File: config.mk
export PLATFORM = sky130hd
export DESIGN_NAME = pidc_mul
export DESIGN_NICKNAME = d
export VERILOG_FILES = /design/src/rtl/pidc_pkg.sv /design/src/rtl/pidc_mul.sv
export SDC_FILE = /design/constraint.sdc
export NUM_CORES = 2
export LEC_CHECK = 0
export BUFFER_PORTS_ARGS = -buffer_cell sky130_fd_sc_hd__clkbuf_2
export CORE_MARGIN = 5
export CORE_UTILIZATION = 70
export CTS_BUF_LIST = sky130_fd_sc_hd__clkbuf_2 sky130_fd_sc_hd__clkbuf_4 sky130_fd_sc_hd__clkbuf_8
export CTS_CLUSTER_DIAMETER = 120
export DETAILED_ROUTE_END_ITERATION = 10
export GPL_TIMING_DRIVEN = 0
export PLACE_DENSITY = 0.88
export SLEW_MARGIN = 20
export SYNTH_ARGS = -nofsm -noshare
export SYNTH_HDL_FRONTEND = slang
export SYNTH_SLANG_ARGS = --single-unit
File: constraint.sdc
create_clock -name clk -period 17.6 [get_ports clk]
set_input_delay 3.52 -clock clk [delete_from_list [all_inputs] [get_ports clk]]
set_output_delay 3.52 -clock clk [all_outputs]
set_load 0.01 [all_outputs]
File: src/rtl/pidc_pkg.sv
// pidc_pkg: widths, register indexes, mode bits, sequencer codes and helpers
// shared by the pid controller modules; depends on nothing
`timescale 1ns / 1ps
package pidc_pkg;

	localparam int OPW  = 33;
	localparam int PRW  = 2 * OPW;
	localparam int STW  = 5;
	localparam int CIW  = 3;

	localparam logic [CIW-1:0] REG_PROP   = 3'd0;
	localparam logic [CIW-1:0] REG_IGAIN  = 3'd1;
	localparam logic [CIW-1:0] REG_DGAIN  = 3'd2;
	localparam logic [CIW-1:0] REG_OLIMIT = 3'd3;
	localparam logic [CIW-1:0] REG_DBAND  = 3'd4;
	localparam logic [CIW-1:0] REG_ILIMIT = 3'd5;
	localparam logic [CIW-1:0] REG_MODE   = 3'd6;

	localparam int M_TRAP   = 0;
	localparam int M_VRATE  = 1;
	localparam int M_DMEAS  = 2;
	localparam int M_DFILT  = 3;
	localparam int M_ILIM   = 4;
	localparam int M_OFILT  = 5;

	localparam logic [STW-1:0] S_IDLE = 5'd0;
	localparam logic [STW-1:0] S_ERR  = 5'd1;
	localparam logic [STW-1:0] S_MD   = 5'd2;
	localparam logic [STW-1:0] S_MI   = 5'd3;
	localparam logic [STW-1:0] S_MP   = 5'd4;
	localparam logic [STW-1:0] S_CP   = 5'd5;
	localparam logic [STW-1:0] S_MR   = 5'd6;
	localparam logic [STW-1:0] S_CR   = 5'd7;
	localparam logic [STW-1:0] S_FIX  = 5'd8;
	localparam logic [STW-1:0] S_F1   = 5'd9;
	localparam logic [STW-1:0] S_F2   = 5'd10;
	localparam logic [STW-1:0] S_CF   = 5'd11;
	localparam logic [STW-1:0] S_SUM  = 5'd12;
	localparam logic [STW-1:0] S_DRV  = 5'd13;
	localparam logic [STW-1:0] S_O1   = 5'd14;
	localparam logic [STW-1:0] S_O2   = 5'd15;
	localparam logic [STW-1:0] S_O3   = 5'd16;
	localparam logic [STW-1:0] S_CO   = 5'd17;
	localparam logic [STW-1:0] S_LIM  = 5'd18;
	localparam logic [STW-1:0] S_OUT  = 5'd19;
	localparam logic [STW-1:0] S_Q1   = 5'd20;
	localparam logic [STW-1:0] S_Q2   = 5'd21;
	localparam logic [STW-1:0] S_Q3   = 5'd22;
	localparam logic [STW-1:0] S_Q4   = 5'd23;

	typedef logic signed [OPW-1:0] op_t;
	typedef logic signed [PRW-1:0] prod_t;

	// saturate a wide signed value to 32 bits
	function automatic logic signed [31:0] sat32(input logic signed [PRW-1:0] v);
		logic signed [31:0] r;
		if (v > prod_t'(64'sh7fffffff)) r = 32'sh7fffffff;
		else if (v < -prod_t'(64'sh80000000)) r = 32'sh80000000;
		else r = v[31:0];
		return r;
	endfunction

endpackage

File: src/rtl/pidc_mul.sv
// pidc_mul: shared signed multiplier with registered product
// depends on pidc_pkg
`timescale 1ns / 1ps
module pidc_mul (
	input  logic           clk,
	input  pidc_pkg::op_t  a,
	input  pidc_pkg::op_t  b,
	output pidc_pkg::prod_t prod
);

	pidc_pkg::prod_t prod_q;

	always_ff @(posedge clk) begin
		prod_q <= a * b;
	end

	assign prod = prod_q;

endmodule

==> impl_metrics.prom <==
# TYPE chip_impl_metric gauge
chip_impl_info{name="run_status",value="complete, no violations"} 1
chip_impl_metric{name="die_y",unit="um"} 251.2
chip_impl_metric{name="grt_pass1_wl",unit="mm"} 216.0
chip_impl_metric{name="synth_edf_count",unit=""} 0
chip_impl_metric{name="post_synthesis_mean_instance_area",unit="um^2"} 9.390
chip_impl_metric{name="grt_start_max_net_pins",unit=""} 27
chip_impl_metric{name="crit_path_max_fanout",unit=""} 17
chip_impl_metric{name="max_slew.worst_pin.slew",unit="ns"} 1.201
chip_impl_metric{name="dr_total_vias",unit=""} 31663
chip_impl_metric{name="synth-simple-area-share",unit="%"} 15.78
chip_impl_metric{name="synthAdderAreaFrac",unit="%"} 62.94
chip_impl_metric{name="synthesis.nets",unit=""} 5767
chip_impl_metric{name="worst_slew_margin_rel",unit="%"} 19.92
chip_impl_info{name="path_class",value="input port to flop"} 1
chip_impl_metric{name="core",unit="um^2"} 57700
chip_impl_metric{name="fmax",unit="MHz"} 83.74
chip_impl_info{name="layout.cells.most_common",value="fa_1"} 1
chip_impl_metric{name="place_ws",unit="ns"} 4.927
chip_impl_info{name="slowest_stage",value="fa_2"} 1
chip_impl_metric{name="via_count_of_the_first_global_routing_pass",unit=""} 33848
chip_impl_metric{name="multiplexer_share_of_the_synthesized_area",unit="%"} 0
chip_impl_info{name="cp_common_cell",value="fa_1"} 1
chip_impl_metric{name="antenna_found_initial",unit=""} 8
chip_impl_metric{name="period_needed",unit="ns"} 11.94
chip_impl_metric{name="initial_drc_count",unit=""} 3265
chip_impl_metric{name="register_area",unit="um^2"} 1321
chip_impl_metric{name="timing.critical_path.arrival",unit="ns"} 12.31
chip_impl_metric{name="final_net_count",unit=""} 5910
chip_impl_metric{name="floorplan.die_area",unit="um^2"} 63120
chip_impl_info{name="cp-end-kind",value="flop"} 1
chip_impl_info{name="dominant_combinational_cell_family_by_area_after_synthesis",value="adder cells"} 1
chip_impl_metric{name="multi_input_comb_area",unit="um^2"} 34320
chip_impl_metric{name="initial_core_util",unit="%"} 70.60
chip_impl_metric{name="layout.filler_cells",unit=""} 4276
chip_impl_metric{name="synth.lib_cells_used.distinct",unit=""} 80
chip_impl_metric{name="cts_hold_repair.buffers",unit=""} 0
chip_impl_metric{name="synth-seq-cells",unit=""} 66
chip_impl_metric{name="wl",unit="mm"} 144.8
chip_impl_metric{name="drtPass1Iterations",unit=""} 6
chip_impl_metric{name="final_cell_area",unit="um^2"} 42640
chip_impl_metric{name="final_core_density",unit="%"} 73.91
chip_impl_metric{name="dieWidth",unit="um"} 251.2
chip_impl_metric{name="detailed_place_hpwl",unit="mm"} 127.3
chip_impl_metric{name="timing.max_cap.violations",unit=""} 0
chip_impl_metric{name="drc_errors",unit=""} 0
chip_impl_metric{name="htree_levels",unit=""} 3
chip_impl_metric{name="sequential_fraction_of_the_synthesis_area",unit="%"} 3.244
chip_impl_info{name="worstPathCellList",value="clkbuf_2 > clkbuf_1 > nand2_1 > inv_1 > fa_1 > fa_1 > inv_1 > fa_1 > inv_1 > fa_2 > fa_1 > fa_1 > fa_1 > inv_1 > fa_1 > inv_1 > ha_1 > clkbuf_1 > nand4_1 > nor3_1 > o311ai_4 > nand3_2 > a211oi_1 > a311oi_1"} 1
chip_impl_metric{name="postCtsResizedCells",unit=""} 0
chip_impl_metric{name="place_congestion",unit=""} 1.121
chip_impl_metric{name="synthesis.yosys.warnings",unit=""} 0
chip_impl_metric{name="port_buffers",unit=""} 132
chip_impl_metric{name="route.antenna.remaining_nets",unit=""} 0
chip_impl_metric{name="grt-ovfl-total",unit=""} 0
chip_impl_metric{name="layout_setup_ws",unit="ns"} 5.658
chip_impl_metric{name="hold_viol_final",unit=""} 0
chip_impl_info{name="cts_tree",value="built"} 1
chip_impl_metric{name="io_pins",unit=""} 133
chip_impl_info{name="hp-class",value="input port to flop"} 1
chip_impl_info{name="layout_common_cells",value="fa_1, inv_1, and2_1"} 1
chip_impl_info{name="cts_root_buf",value="clkbuf_8"} 1
chip_impl_metric{name="asyncSetResetFlopFracSynth",unit="%"} 0
chip_impl_metric{name="cts_made_buffers",unit=""} 9
chip_impl_metric{name="drv_slew",unit=""} 0
chip_impl_metric{name="critPathMaxStageDelay",unit="ns"} 0.90
chip_impl_metric{name="layout-drive-gt1-share",unit="%"} 4.436
chip_impl_metric{name="compound_gate_portion_of_the_synthesized_area",unit="%"} 4.067
chip_impl_metric{name="cts_setup_buffers",unit=""} 0
chip_impl_metric{name="post-route-period-util",unit="%"} 67.85
chip_impl_metric{name="critical_path_required",unit="ns"} 17.97
chip_impl_info{name="synth_top_flop_cell",value="dfxtp_1"} 1
chip_impl_metric{name="netlist_area",unit="um^2"} 40730
chip_impl_metric{name="clock_path_buffers",unit=""} 2
chip_impl_metric{name="synth-xor-area-share",unit="%"} 1.462
chip_impl_metric{name="setup_viol",unit=""} 0
chip_impl_metric{name="placement_rows",unit=""} 88
chip_impl_metric{name="placement.cell_area",unit="um^2"} 42350
chip_impl_metric{name="worst_setup_hold_path_clk_slew",unit="ns"} 0.10
chip_impl_metric{name="number_of_flip_flops_in_the_largest_register",unit=""} 66
chip_impl_metric{name="syn_to_final_growth",unit="%"} 4.684
chip_impl_metric{name="grt_util_all_layers",unit="%"} 47.35
chip_impl_metric{name="tns",unit="ns"} 0
chip_impl_metric{name="cts_num_sinks",unit=""} 66
chip_impl_info{name="start_kind",value="input port"} 1
chip_impl_metric{name="syn_inst",unit=""} 4338
chip_impl_metric{name="vias_per_cell",unit=""} 6.025
chip_impl_metric{name="route.detailed.wl_per_inst",unit="um"} 27.55
chip_impl_info{name="rsz_0062_raised_after_global_routing",value="no"} 1
## per-layer routing
metal / track usage (%) / part of all wire, %
met5: 0 / 0.0083
met4: 35.05 / 11
met3: 17.39 / 14
met2: 69.77 / 43
met1: 57.55 / 32
## synth_stat cells (3+ instances only)
cell type / number / share of area [%]
fa_1: 1145 / 56
inv_1: 1131 / 10
and2_1: 562 / 8.6
nand2_1: 551 / 5.1
ha_1: 217 / 6.7
clkbuf_1: 208 / 1.9
nor2_1: 68 / 0.63
dfxtp_1: 66 / 3.2
a21oi_1: 57 / 0.70
xnor2_1: 43 / 0.92
a21o_1: 36 / 0.66
nand3_1: 25 / 0.31
o21ai_0: 25 / 0.31
xor2_1: 25 / 0.54
nand2b_1: 12 / 0.18
buf_2: 11 / 0.14
nand4_1: 11 / 0.17
o21bai_1: 11 / 0.20
a31oi_1: 8 / 0.12
a211oi_1: 7 / 0.13
nor3_1: 7 / 0.086
a211o_1: 6 / 0.13
o21a_1: 6 / 0.11
o21ai_1: 6 / 0.074
and3_1: 5 / 0.077
and4_1: 5 / 0.11
nor2b_1: 5 / 0.077
o211ai_1: 4 / 0.074
a211oi_2: 3 / 0.092
a21oi_2: 3 / 0.065
o31ai_4: 3 / 0.16
or2_2: 3 / 0.046
or3_1: 3 / 0.046
## final timing paths
kind | from | depth (start not counted) | slack, ns | end
setup / recovery | b[7] | 24 | 5.66 | prod[64]
hold / removal | a[0] | 2 | 3.61 | prod[0]
## metrics by stage
stage          hold WS (ns)  instances
3_3_place_gp          3.908       5235
5_1_grt               3.554       5252
4_1_cts               3.572       5251
3_5_place_dp          3.908       5235
6_report              3.612       5255
2_1_floorplan         3.647       4338
## area by class of cell
class                      count  share of cell area [%]
clock buffer                  10                  0.3228
inverter                    1131                   9.956
buffer                       221                   1.995
tap                          765                   2.245
clock inverter                 6                  0.3228
sequential                    66                   3.099
multi-input combinational   2920                   80.49
timing repair buffer         132                   1.549
antenna                        4                 0.02347
## critical path, delay by kind of cell
| family | cells | cell delay, ns |
|---|---|---|
| adders and majority gates | 9 | 4.85 |
| buffers and inverters | 8 | 1.85 |
| and+or+nand+nor | 4 | 1.31 |
| AOI/OAI and AO/OA | 3 | 0.75 |
## cells by family after synthesis
| logic type | Yosys count |
|---|---|
| flip-flops | 66 |
| AND/OR/NAND/NOR | 1271 |
| adder cells (fa/ha/maj) | 1362 |
| buffers and inverters | 1352 |
| XOR/XNOR | 68 |
| AO/OA/AOI/OAI | 219 |
Power is left out: the tool's default activity adds up to more than one toggle a clock period on the data nets, which glitch-free logic cannot reach.
